## src/rtl/csf_pkg.sv

```systemverilog
// csf_pkg: shared types, constants and the crc-16/ccitt-false byte fold
// for the sync framer; no dependencies
package csf_pkg;

    localparam logic [15:0] CRC_INIT = 16'hFFFF;
    localparam logic [15:0] CRC_POLY = 16'h1021;
    localparam logic [15:0] CRC_TOP  = 16'h8000;

    // most beats that one payload byte can cause: sync, sync, len, byte, crc hi, crc lo
    localparam int MAX_BEATS = 6;

    // register indexes on the config port
    localparam logic [1:0] REG_SYNC_FIRST     = 2'd0;
    localparam logic [1:0] REG_SYNC_SECOND    = 2'd1;
    localparam logic [1:0] REG_PAYLOAD_LENGTH = 2'd2;

    typedef logic [2:0] beat_cnt_t;

    typedef struct packed {
        logic [7:0] data;
        logic       last;
        logic       fend;
    } beat_t;

    // one byte into the crc, msb first, no reflection
    function automatic logic [15:0] crc_fold(input logic [15:0] crc, input logic [7:0] b);
        logic [15:0] c;
        c = crc ^ {b, 8'h00};
        for (int k = 0; k < 8; k++) begin
            if ((c & CRC_TOP) != 16'h0000) begin
                c = {c[14:0], 1'b0} ^ CRC_POLY;
            end else begin
                c = {c[14:0], 1'b0};
            end
        end
        return c;
    endfunction

endpackage

```

## src/rtl/crc16_sync_framer.sv

```systemverilog
// crc16_sync_framer: top level of the sync framer, frames payload bytes as
// sync1 sync2 len payload crc_hi crc_lo; depends on csf_pkg and csf_beat_queue
//
//  channel   direction  handshake            payload
//  s_        in         s_tvalid / s_tready  s_tdata[7:0] payload_byte
//  m_        out        m_tvalid / m_tready  m_tdata[7:0] out_byte, m_tlast run_last,
//                                            m_tuser frame_end
//  cfg_      in         cfg_valid/cfg_ready  cfg_index register, cfg_data value
//
// one output beat per cycle while m_tready is high and bytes keep arriving; a payload byte
// causes 1 beat inside a frame, 3 when it closes the frame, 4 when it opens one and 6
// when it does both (frame length 1); the six-entry beat queue hands those beats out in order
// a new byte is taken into the input register while the queue still drains, and the
// queue reloads in the same cycle its last beat leaves, so there is no bubble
// reset (synchronous, active low) clears the count, crc, registers and both valids
// m_tready low holds the queue; once the input register is full and cannot load, s_tready drops
module crc16_sync_framer import csf_pkg::*; (
    input  logic       aclk,
    input  logic       aresetn,
    // input stream
    input  logic       s_tvalid,
    output logic       s_tready,
    input  logic [7:0] s_tdata,   // [7:0] payload_byte
    // output stream
    output logic       m_tvalid,
    input  logic       m_tready,
    output logic [7:0] m_tdata,   // [7:0] out_byte
    output logic       m_tlast,   // run_last: last beat caused by one payload byte
    output logic       m_tuser,   // [0] frame_end: low crc byte that closes a frame
    // config writes
    input  logic       cfg_valid,
    output logic       cfg_ready,
    input  logic [1:0] cfg_index,
    input  logic [7:0] cfg_data
);

    // config registers, plus the crc seed folded over the length byte
    logic [7:0]  sync_first_reg;
    logic [7:0]  sync_second_reg;
    logic [7:0]  payload_length_reg;
    logic [15:0] crc_seed_reg;

    // framing state
    logic [15:0] crc_reg;
    logic [15:0] crc_next;
    logic [7:0]  bytes_reg;
    logic [7:0]  bytes_next;

    // input register
    logic        in_valid_reg;
    logic        in_valid_next;
    logic [7:0]  in_byte_reg;

    // beat queue hookup
    beat_t       beats [MAX_BEATS];
    beat_cnt_t   beats_cnt;
    beat_t       q_head;
    beat_cnt_t   q_cnt;
    logic        load;
    logic        pop;

    logic        opening;
    logic        closing;
    logic [8:0]  count;
    logic [15:0] crc_base;
    beat_cnt_t   pos;

    assign cfg_ready = 1'b1;

    // config writes; the seed is refreshed with the length so the frame start
    // only needs one crc fold
    always_ff @(posedge aclk) begin
        if (!aresetn) begin
            sync_first_reg     <= 8'h00;
            sync_second_reg    <= 8'h00;
            payload_length_reg <= 8'd1;
            crc_seed_reg       <= crc_fold(CRC_INIT, 8'd1);
        end else if (cfg_valid) begin
            case (cfg_index)
                REG_SYNC_FIRST: begin
                    sync_first_reg <= cfg_data;
                end
                REG_SYNC_SECOND: begin
                    sync_second_reg <= cfg_data;
                end
                REG_PAYLOAD_LENGTH: begin
                    payload_length_reg <= cfg_data;
                    crc_seed_reg       <= crc_fold(CRC_INIT, cfg_data);
                end
                default: begin
                end
            endcase
        end
    end

    // queue takes a byte's beats when empty or when its last beat leaves now
    assign pop      = m_tvalid && m_tready;
    assign load     = in_valid_reg &&
                      ((q_cnt == beat_cnt_t'(0)) || ((q_cnt == beat_cnt_t'(1)) && m_tready));
    assign s_tready = !in_valid_reg || load;

    always_comb begin
        in_valid_next = in_valid_reg;
        if (s_tvalid && s_tready) begin
            in_valid_next = 1'b1;
        end else if (load) begin
            in_valid_next = 1'b0;
        end
    end

    always_ff @(posedge aclk) begin
        if (!aresetn) begin
            in_valid_reg <= 1'b0;
        end else begin
            in_valid_reg <= in_valid_next;
        end
    end

    always_ff @(posedge aclk) begin
        if (s_tvalid && s_tready) begin
            in_byte_reg <= s_tdata;
        end
    end

    // beat building for the byte in the input register
    assign opening  = (bytes_reg == 8'd0);
    assign count    = {1'b0, bytes_reg} + 9'd1;
    // a zero length closes on every byte
    assign closing  = (count >= {1'b0, payload_length_reg});
    assign crc_base = opening ? crc_seed_reg : crc_reg;
    assign crc_next = crc_fold(crc_base, in_byte_reg);
    assign pos      = opening ? beat_cnt_t'(3) : beat_cnt_t'(0);

    always_comb begin
        for (int i = 0; i < MAX_BEATS; i++) begin
            beats[i] = '0;
        end
        if (opening) begin
            beats[0].data = sync_first_reg;
            beats[1].data = sync_second_reg;
            beats[2].data = payload_length_reg;
        end
        beats[pos].data = in_byte_reg;
        if (closing) begin
            beats[pos + beat_cnt_t'(1)].data = crc_next[15:8];
            beats[pos + beat_cnt_t'(2)].data = crc_next[7:0];
            beats[pos + beat_cnt_t'(2)].fend = 1'b1;
            beats_cnt = pos + beat_cnt_t'(3);
        end else begin
            beats_cnt = pos + beat_cnt_t'(1);
        end
        beats[beats_cnt - beat_cnt_t'(1)].last = 1'b1;
    end

    assign bytes_next = closing ? 8'd0 : count[7:0];

    // state advances when the byte's beats go into the queue
    always_ff @(posedge aclk) begin
        if (!aresetn) begin
            crc_reg   <= CRC_INIT;
            bytes_reg <= 8'd0;
        end else if (load) begin
            crc_reg   <= crc_next;
            bytes_reg <= bytes_next;
        end
    end

    csf_beat_queue u_queue (
        .aclk       (aclk),
        .aresetn    (aresetn),
        .load       (load),
        .load_beats (beats),
        .load_cnt   (beats_cnt),
        .pop        (pop),
        .head       (q_head),
        .cnt        (q_cnt)
    );

    assign m_tvalid = (q_cnt != beat_cnt_t'(0));
    assign m_tdata  = q_head.data;
    assign m_tlast  = q_head.last;
    assign m_tuser  = q_head.fend;

endmodule

```

## src/rtl/csf_beat_queue.sv

```systemverilog
// csf_beat_queue: holds the up to six beats that one payload byte causes
// and hands them out one per cycle while pop is high; depends on csf_pkg
module csf_beat_queue import csf_pkg::*; (
    input  logic      aclk,
    input  logic      aresetn,
    input  logic      load,
    input  beat_t     load_beats [MAX_BEATS],
    input  beat_cnt_t load_cnt,
    input  logic      pop,
    output beat_t     head,
    output beat_cnt_t cnt
);

    beat_t     buf_reg  [MAX_BEATS];
    beat_t     buf_next [MAX_BEATS];
    beat_cnt_t cnt_reg;
    beat_cnt_t cnt_next;

    always_comb begin
        buf_next = buf_reg;
        cnt_next = cnt_reg;
        if (load) begin
            buf_next = load_beats;
            cnt_next = load_cnt;
        end else if (pop) begin
            for (int i = 0; i < MAX_BEATS - 1; i++) begin
                buf_next[i] = buf_reg[i + 1];
            end
            cnt_next = cnt_reg - beat_cnt_t'(1);
        end
    end

    always_ff @(posedge aclk) begin
        if (!aresetn) begin
            cnt_reg <= '0;
        end else begin
            cnt_reg <= cnt_next;
        end
    end

    always_ff @(posedge aclk) begin
        buf_reg <= buf_next;
    end

    assign head = buf_reg[0];
    assign cnt  = cnt_reg;

endmodule

```

## config.mk

```make
export PLATFORM = sky130hd
export DESIGN_NAME = crc16_sync_framer
export DESIGN_NICKNAME = d
export VERILOG_FILES = /design/src/rtl/csf_pkg.sv /design/src/rtl/crc16_sync_framer.sv /design/src/rtl/csf_beat_queue.sv
export SDC_FILE = /design/constraint.sdc
export NUM_CORES = 1
export LEC_CHECK = 0
export BUFFER_PORTS_ARGS = -buffer_cell sky130_fd_sc_hd__buf_2
export CAP_MARGIN = 5
export CELL_PAD_IN_SITES_DETAIL_PLACEMENT = 0
export CELL_PAD_IN_SITES_GLOBAL_PLACEMENT = 1
export CORE_ASPECT_RATIO = 1.2
export CORE_UTILIZATION = 50
export CTS_CLUSTER_DIAMETER = 60
export DETAILED_ROUTE_END_ITERATION = 10
export PLACE_DENSITY_LB_ADDON = 0.12
export SKIP_LAST_GASP = 1
export SLEW_MARGIN = 20
export SYNTH_ARGS = -nofsm -noshare
export SYNTH_HDL_FRONTEND = slang
export SYNTH_SLANG_ARGS = --single-unit
```

## constraint.sdc

```tcl
create_clock -name aclk -period 5 [get_ports aclk]
set_clock_uncertainty 0.15 [all_clocks]
set_input_delay 1.25 -clock aclk [delete_from_list [all_inputs] [get_ports aclk]]
set_output_delay 1.25 -clock aclk [all_outputs]
set_load 0.02 [all_outputs]
```

==> results of run 1 <==
[area by class of cell]
class / count / share of cell area
flip-flops and latches: 132 / 0.456
clock inverters: 10 / 0.0179
inverters: 16 / 0.00841
multi-input cells: 453 / 0.395
well taps: 164 / 0.0282
repair buffers: 41 / 0.0306
clock buffers: 22 / 0.0637
[power breakdown]
| group | total (W) | internal (W) | switching, W |
|---|---|---|---|
| combinational | 0.00167 | 0.000542 | 0.00113 |
| sequential | 0.00178 | 0.00164 | 0.000135 |
| clock | 0.00125 | 0.000805 | 0.000445 |
[how the worst min path moves through the flow]
stage                                              end  slack, ps  cells past startpoint
finish                     u_queue.cnt[1]$_SDFFE_PN0P_        310                      2
detailed placement         u_queue.cnt[1]$_SDFFE_PN0P_        310                      2
floorplan                 crc_seed_reg[1]$_SDFFE_PN0P_        290                      2
global route        payload_length_reg[7]$_SDFFE_PN0P_        350                      2
CTS                        u_queue.cnt[1]$_SDFFE_PN0P_        320                      2
global placement           u_queue.cnt[1]$_SDFFE_PN0P_        300                      2
[logic make-up (layout without fill, tap and decap cells)]
family	Yosys count	after routing
simple gates	265	265
flops	132	132
compound gates	111	111
buf+inv	65	89
xor+xnor	39	39
mux	24	24
fa+ha+maj	13	13
other cells	1	1
[synth_stat cells, drive strengths merged (2+ instances only)]
library cell and instances:
nand2 96, edfxtp 68, dfxtp 64, nor2 50, nor2b 38, clkbuf 32
a21oi 27, mux2i 24, nand3 24, o21ai 20, xnor2 20, xor2 19
buf 17, inv 16, o211ai 14, a21boi 13, ha 13, and3 9
nor3b 9, o22ai 9, a31oi 8, nand3b 8, nand4b 8, nor3 8
o31ai 7, nand4 4, a21o 3, or4 3, a22oi 2, and2 2
o211a 2, o21a 2
[metrics by stage]
stage,total power [W],utilization
floorplan,0.00301,-
global placement,0.00342,0.528
detailed placement,0.00346,0.528
CTS,0.00471,0.575
global route,0.00494,0.575
finish,0.00470,0.575
[per-layer routing]
metal	routed length, microns	track usage
met1	7130	0.319
met2	8230	0.436
met3	746	0.0550
met4	586	0.131
met5	0	0
[worst max-delay path, cell delays in order (launching register included)]
cell	delay [ps]
sky130_fd_sc_hd__dfxtp_1	430
sky130_fd_sc_hd__ha_1	240
sky130_fd_sc_hd__nand3_1	160
sky130_fd_sc_hd__nor2_1	270
sky130_fd_sc_hd__xor2_1	220
sky130_fd_sc_hd__ha_1	290
sky130_fd_sc_hd__a21oi_1	130
sky130_fd_sc_hd__a21boi_0	110
sky130_fd_sc_hd__a311oi_1	430
sky130_fd_sc_hd__nand2_1	360
sky130_fd_sc_hd__nand2_1	610
sky130_fd_sc_hd__o21ai_0	190
==> PnR_summary.wiki, run 1 <==
{| class="wikitable"
! Metric !! Value
|-
| Result of the run || finished clean
|-
| Max-Cap Viols || 0
|-
| Compound-Gate Fraction of Synth Area || 0.112
|-
| Number of nets still failing antenna checks after routing || 0
|-
| Setup Crit Path Kind || register to register
|-
| Combinational family with the most area after synthesis || simple AND/OR/NAND/NOR gates
|-
| Final net count || 697
|-
| Leakage power summed over all cells || 2.84 nW
|-
| Top post-synthesis cells by area || sky130_fd_sc_hd__edfxtp_1, sky130_fd_sc_hd__dfxtp_1, sky130_fd_sc_hd__nand2_1
|-
| Later-pin clock latency in the skew report || 420 ps
|-
| Final Hold Fails || 0
|-
| Endpoint of the most critical register-to-register path || u_queue.buf_reg[14]$_DFFE_PP_
|-
| Worst R2R Start || bytes_reg[0]$_SDFFE_PN0P_
|-
| Leading cell types in the layout, fill and taps excluded || sky130_fd_sc_hd__nand2_1, sky130_fd_sc_hd__edfxtp_1, sky130_fd_sc_hd__dfxtp_1
|-
| Worst setup path start || bytes_reg[0]$_SDFFE_PN0P_
|-
| Placed Instance Area || 6690 sq um
|-
| Hold Slack || 313 ps
|-
| Multiplexer share of the synthesized area || 0.0370
|-
| Maximum number of pins on one net before global-route repair || 74
|-
| Clock tree root buffer cell || sky130_fd_sc_hd__clkbuf_16
|-
| H-tree lvl count || 4
|-
| Number of diodes added for antenna fixing || 0
|-
| Data required time of the worst path || 4990 ps
|-
| Final Critical Period || 3890 ps
|-
| GRT Total Usage || 0.261
|-
| Post-CTS clock slew at the launch and capture registers of the worst setup and hold paths || 60 ps
|-
| Count of input and output buffers || 34
|-
| Yosys warning total || 0
|-
| Starting utilization of the core area || 0.512
|-
| Post-detailed-route DRC marker count || 0
|-
| Source of the worst hold timing path || u_queue.cnt[1]$_SDFFE_PN0P_
|-
| Setup slack of the worst register-to-register path || 1110 ps
|-
| Net count after synthesis || 686
|-
| Area share of the largest cell type after synthesis || 0.315
|-
| FF-to-FF path depth || 11
|-
| First-pass GRT wire length || 25.7 mm
|-
| Netlist area before placement || 6490 sq um
|-
| Die ar. || 13400 sq um
|-
| Setup repair after global routing missed its margin || no
|-
| Setup bufs post-CTS || 0
|-
| Vertical die dimension || 127 microns
|-
| CTS tree || built
|-
| Initial DRC count || 283
|-
| Synth Instances || 650
|-
| Total clock buffers created by CTS || 17
|-
| Final Instance Area || 7290 sq um
|-
| Count of cell types in the netlist || 56
|-
| Number of endpoints failing setup at the final stage || 0
|-
| Average cell area after synthesis || 9.98 sq um
|-
| Routability-driven placement congestion ratio || 0.835
|-
| Number of global-route vias before repair || 4667
|-
| Core footprint || 12700 sq um
|-
| Sort of element at the start of the critical path || register
|-
| Share of async-settable or async-resettable flops after synthesis || 0
|-
| Placed wire-length estimate || 11.4 mm
|-
| Non-filler cells in the finished layout || 838
|-
| Core Rows || 45
|-
| Total number of vias || 4768
|-
| Most frequent standard cell in the layout excluding fill and tap cells || sky130_fd_sc_hd__nand2_1
|-
| Flip-flop count of the largest register after layout || 50
|-
| Post-Synth XOR/XNOR Area || 0.0607
|-
| Worst Setup Slack, final || 1110 ps
|-
| Yosys top cell by area || sky130_fd_sc_hd__edfxtp_1
|-
| Leftover overflow at the end of global routing || 0
|-
| Total negative slack || 0 ps
|-
| Area overhead of the layout relative to synthesis || 12.3%
|-
| Data arrival time at the worst-slack endpoint || 3880 ps
|-
| Number of detailed-route iterations in the first pass || 6
|-
| Number of antenna violations at the first check in global routing || 0
|-
| Filler cells || 1143
|-
| Longest Clk Path Bufs || 2
|-
| Number of clock sinks || 132
|-
| Pwr/cell area || 645 nW/um^2
|-
| Maximum vdd ir drop || 0.000313 V
|-
| Area share of and/or/nand/nor cells after synthesis || 0.208
|-
| Max-slew headroom at the worst pin || 0.360
|-
| Top Ports || 36
|-
| Period Utilization, post-route || 0.778
|-
| Crit Path Max Fanout || 18
|-
| Hold crit path type || register to register
|-
| #FFs+latches synth || 132
|-
| Area used by multi-input combinational logic || 2880 sq um
|-
| Setup slack after placement || 1220 ps
|-
| X dimension of the die || 106 microns
|-
| Final Max Slew Viols || 0
|-
| Number of enable-type register cells in the synthesized netlist || 68
|-
| Final routed wire length divided by cell count || 19.9 microns
|-
| Worst Setup EP || u_queue.buf_reg[14]$_DFFE_PP_
|-
| Detail-routed via count per cell || 5.69
|-
| Total length of routed wires || 16.7 mm
|-
| Post-cts sizing count || 0
|-
| Reg area || 3320 sq um
|-
| Worst Tran Pin Value || 959 ps
|-
| Dominant synthesized flop cell || sky130_fd_sc_hd__edfxtp_1
|-
| CP Capture Type || register
|-
| Seq/Total Area, Yosys || 0.512
|-
| Max frequency || 257 MHz
|-
| Hold bufs inserted after CTS || 0
|-
| Number of placed instances with taps included || 806
|-
| Share of layout cells above drive strength 1 || 0.135
|-
| Adder-cell share of the synthesized area || 0.0251
|}
Note: power is estimated with default switching activity, not from simulation.
==> inputs of run 2 (changes only) <==
ABC_AREA = 1   (was default)
CORE_UTILIZATION = 47   (was 50)
clock period = 3.9 ns   (was 5 ns; I/O delays follow)
==> PnR_summary.wiki, run 2 <==
{| class="wikitable"
! Metric !! Value
|-
| Result of the run || finished clean
|-
| Final net count || 808 (+16%)
|-
| Core Rows || 46 (+2.2%)
|-
| Number of diodes added for antenna fixing || 0 (unchanged)
|-
| Setup bufs post-CTS || 0 (unchanged)
|-
| Seq/Total Area, Yosys || 0.517 (+0.00468)
|-
| Total clock buffers created by CTS || 17 (unchanged)
|-
| Largest stage delay on the critical path || 420 ps (-190 ps)
|-
| Period Utilization, post-route || 0.785 (+0.00690)
|-
| Maximum number of pins on one net before global-route repair || 81 (+9.5%)
|-
| Worst R2R Start || bytes_reg[0]$_SDFFE_PN0P_
|-
| Number of antenna violations at the first check in global routing || 0 (unchanged)
|-
| Netlist area before placement || 6430 sq um (-0.91%)
|-
| Leakage power summed over all cells || 3.22 nW (+13%)
|-
| Number of endpoints failing setup at the final stage || 0 (unchanged)
|-
| First-pass GRT wire length || 26.7 mm (+3.9%)
|-
| Average cell area after synthesis || 8.58 sq um (-14%)
|-
| Total length of routed wires || 17.0 mm (+1.8%)
|-
| Starting utilization of the core area || 0.484 (-0.0286)
|-
| FF-to-FF path depth || 14 (+3)
|-
| Number of nets still failing antenna checks after routing || 0 (unchanged)
|-
| Final routed wire length divided by cell count || 17.8 microns (-10%)
|-
| Hold crit path type || register to register
|-
| Leading cell types in the layout, fill and taps excluded || sky130_fd_sc_hd__nand2_1, sky130_fd_sc_hd__inv_1, sky130_fd_sc_hd__edfxtp_1
|-
| Placed Instance Area || 6670 sq um (-0.39%)
|-
| Routability-driven placement congestion ratio || 0.847 (+1.4%)
|-
| Cell types with the highest counts after synthesis || sky130_fd_sc_hd__nand2_1, sky130_fd_sc_hd__inv_1, sky130_fd_sc_hd__edfxtp_1
|-
| Max-slew headroom at the worst pin || 0.377 (+0.0171)
|-
| Initial DRC count || 305 (+7.8%)
|-
| Top post-synthesis cells by area || sky130_fd_sc_hd__edfxtp_1, sky130_fd_sc_hd__dfxtp_1, sky130_fd_sc_hd__nand2_1
|-
| Number of clock sinks || 132 (unchanged)
|-
| Yosys warning total || 0 (unchanged)
|-
| Count of input and output buffers || 34 (unchanged)
|-
| Library cell with the highest instance count after synthesis || sky130_fd_sc_hd__nand2_1
|-
| Source of the worst hold timing path || sync_second_reg[4]$_SDFFE_PN0P_
|-
| Clock tree root buffer cell || sky130_fd_sc_hd__clkbuf_16
|-
| Final Instance Area || 7290 sq um (unchanged)
|-
| Share of layout cells above drive strength 1 || 0.164 (+0.0293)
|-
| Synth Instances || 749 (+15%)
|-
| Number of detailed-route iterations in the first pass || 5 (-1)
|-
| Vertical die dimension || 130 microns (+2.6%)
|-
| Most frequent standard cell in the layout excluding fill and tap cells || sky130_fd_sc_hd__nand2_1
|-
| Hold depth || 2 (unchanged)
|-
| Total negative slack || 0 ps (unchanged)
|-
| Count of buffering cells on the critical path with inverters included || 1 (+1)
|-
| Post-cts sizing count || 0 (unchanged)
|-
| Yosys top cell by area || sky130_fd_sc_hd__edfxtp_1
|-
| Setup repair after global routing missed its margin || no
|-
| Data required time of the worst path || 3920 ps (-1070 ps)
|-
| Hold bufs inserted after CTS || 0 (unchanged)
|-
| Max-Cap Viols || 0 (unchanged)
|-
| Pwr Total || 0.00761 W (+62%)
|-
| Longest Clk Path Bufs || 2 (unchanged)
|-
| Pwr/cell area || 1040 nW/um^2 (+62%)
|-
| Area share of the largest cell type after synthesis || 0.318 (+0.00288)
|-
| GRT Total Usage || 0.260 (-0.00114)
|-
| Later-pin clock latency in the skew report || 420 ps (about the same)
|-
| Max frequency || 327 MHz (+27%)
|-
| CP Capture Type || register
|-
| Crit Path Max Fanout || 15 (-3)
|-
| Setup Crit Path Kind || register to register
|-
| Number of global-route vias before repair || 4920 (+5.4%)
|-
| Ordered cell list for the critical path || ha_1, nand2_1, nor2_2, nand2_1, xor2_1, ha_1, a21oi_1, o211ai_1, nor2_2, nand3_2, nand2_2, inv_1, nand4_1, nand2_1
|-
| Sort of element at the start of the critical path || register
|-
| Post-CTS clock slew at the launch and capture registers of the worst setup and hold paths || 60 ps (about the same)
|-
| Number of enable-type register cells in the synthesized netlist || 68 (unchanged)
|-
| Share of async-settable or async-resettable flops after synthesis || 0 (unchanged)
|-
| Detail-routed via count per cell || 5.41 (-4.9%)
|-
| Final Max Slew Viols || 0 (unchanged)
|-
| Total number of vias || 5155 (+8.1%)
|-
| Net count after synthesis || 785 (+14%)
|-
| Maximum vdd ir drop || 0.000477 V (+52%)
|-
| Endpoint of the most critical register-to-register path || u_queue.buf_reg[19]$_DFFE_PP_
|-
| Leftover overflow at the end of global routing || 0 (unchanged)
|-
| Die ar. || 14200 sq um (+5.3%)
|-
| Filler cells || 1263 (+10%)
|-
| Flip-flop count of the largest register after layout || 50 (unchanged)
|-
| H-tree lvl count || 4 (unchanged)
|-
| Post-detailed-route DRC marker count || 0 (unchanged)
|-
| CTS tree || built
|-
| Area overhead of the layout relative to synthesis || 13.3%
|-
| CP delay by family, top || simple AND/OR/NAND/NOR gates
|-
| Setup slack of the worst register-to-register path || 840 ps (-270 ps)
|-
| Final Critical Period || 3060 ps (-829 ps)
|-
| Hold Crit Endpoint || sync_second_reg[4]$_SDFFE_PN0P_
|-
| Worst Tran Pin Value || 931 ps (-28.2 ps)
|-
| Top Ports || 36 (unchanged)
|-
| #FFs+latches synth || 132 (unchanged)
|-
| Count of cell types in the netlist || 39 (-30%)
|-
| CP most frequent cell || sky130_fd_sc_hd__nand2_1
|-
| Dominant synthesized flop cell || sky130_fd_sc_hd__edfxtp_1
|-
| Worst path slowest cell || sky130_fd_sc_hd__dfxtp_1
|-
| Core footprint || 13300 sq um (+4.9%)
|-
| Final Hold Fails || 0 (unchanged)
|-
| Data arrival time at the worst-slack endpoint || 3080 ps (-800 ps)
|-
| Placed wire-length estimate || 12.2 mm (+7.8%)
|-
| X dimension of the die || 109 microns (+2.6%)
|}
-- run 2: layout make-up --
type                            instances  area, sq um  area share
Multi-Input combinational cell        492         2580       0.354
Clock buffer                           22          507      0.0695
Sequential cell                       132         3320       0.456
Tap cell                              168          210      0.0288
Clock inverter                         10          115      0.0158
Inverter                               88          330      0.0453
Timing Repair Buffer                   41          223      0.0306
-- run 2: where the power goes --
part	total, W	switching [W]	internal (W)
Clock	0.00167	0.000619	0.00105
Combinational	0.00360	0.00257	0.00103
Sequential	0.00233	0.000188	0.00215
Total	0.00761	0.00338	0.00423
-- run 2: cell families after synthesis --
group	after synthesis	synth area share
AOI/OAI and AO/OA	149	0.133
and+or+nand+nor	315	0.222
adders and majority gates	13	0.0253
buffers and inverters	125	0.0837
other	1	0.000583
muxes	1	0.00156
xor gates and xnor gates	13	0.0177
DFF	132	0.517
-- run 2: worst reg2reg max path: stages (launching register included) --
cell and delay [ps]:
sky130_fd_sc_hd__dfxtp_1 420, sky130_fd_sc_hd__ha_1 210, sky130_fd_sc_hd__nand2_1 70, sky130_fd_sc_hd__nor2_2 150, sky130_fd_sc_hd__nand2_1 90, sky130_fd_sc_hd__xor2_1 200
sky130_fd_sc_hd__ha_1 300, sky130_fd_sc_hd__a21oi_1 150, sky130_fd_sc_hd__o211ai_1 110, sky130_fd_sc_hd__nor2_2 130, sky130_fd_sc_hd__nand3_2 160, sky130_fd_sc_hd__nand2_2 320
sky130_fd_sc_hd__inv_1 150, sky130_fd_sc_hd__nand4_1 120, sky130_fd_sc_hd__nand2_1 70
-- run 2: worst max-delay path by stage --
stage                                           start                             to  slack (ps)  depth (start not counted)
final                       bytes_reg[0]$_SDFFE_PN0P_  u_queue.buf_reg[19]$_DFFE_PP_         840                         14
after detailed placement    bytes_reg[0]$_SDFFE_PN0P_  u_queue.buf_reg[19]$_DFFE_PP_         890                         14
after global routing        bytes_reg[0]$_SDFFE_PN0P_  u_queue.buf_reg[19]$_DFFE_PP_         620                         14
after floorplan           u_queue.cnt[0]$_SDFFE_PN0P_    u_queue.cnt[2]$_SDFFE_PN0P_         930                          7
after global placement      bytes_reg[0]$_SDFFE_PN0P_  u_queue.buf_reg[12]$_DFFE_PP_         950                         14
after CTS                   bytes_reg[0]$_SDFFE_PN0P_  u_queue.buf_reg[19]$_DFFE_PP_         850                         14
-- run 2: through the flow --
stage / std cells / worst slack [ps] / hold slack, ps / utilization
2_1_floorplan: 749 / 926 / 273 / -
3_3_place_gp: 921 / 949 / 298 / 0.501
3_5_place_dp: 921 / 892 / 293 / 0.501
4_1_cts: 953 / 853 / 302 / 0.548
5_1_grt: 953 / 619 / 320 / 0.548
6_report: 953 / 839 / 300 / 0.548
-- run 2: metal layers --
| layer | GRT usage | part of all wire | up-vias |
|---|---|---|---|
| met2 | 0.437 | 0.49 | 147 |
| met4 | 0.123 | 0.036 | 0 |
| met3 | 0.0405 | 0.045 | 35 |
| li1 | - | - | 2542 |
| met1 | 0.327 | 0.43 | 2431 |
| met5 | 0 | 0 | - |
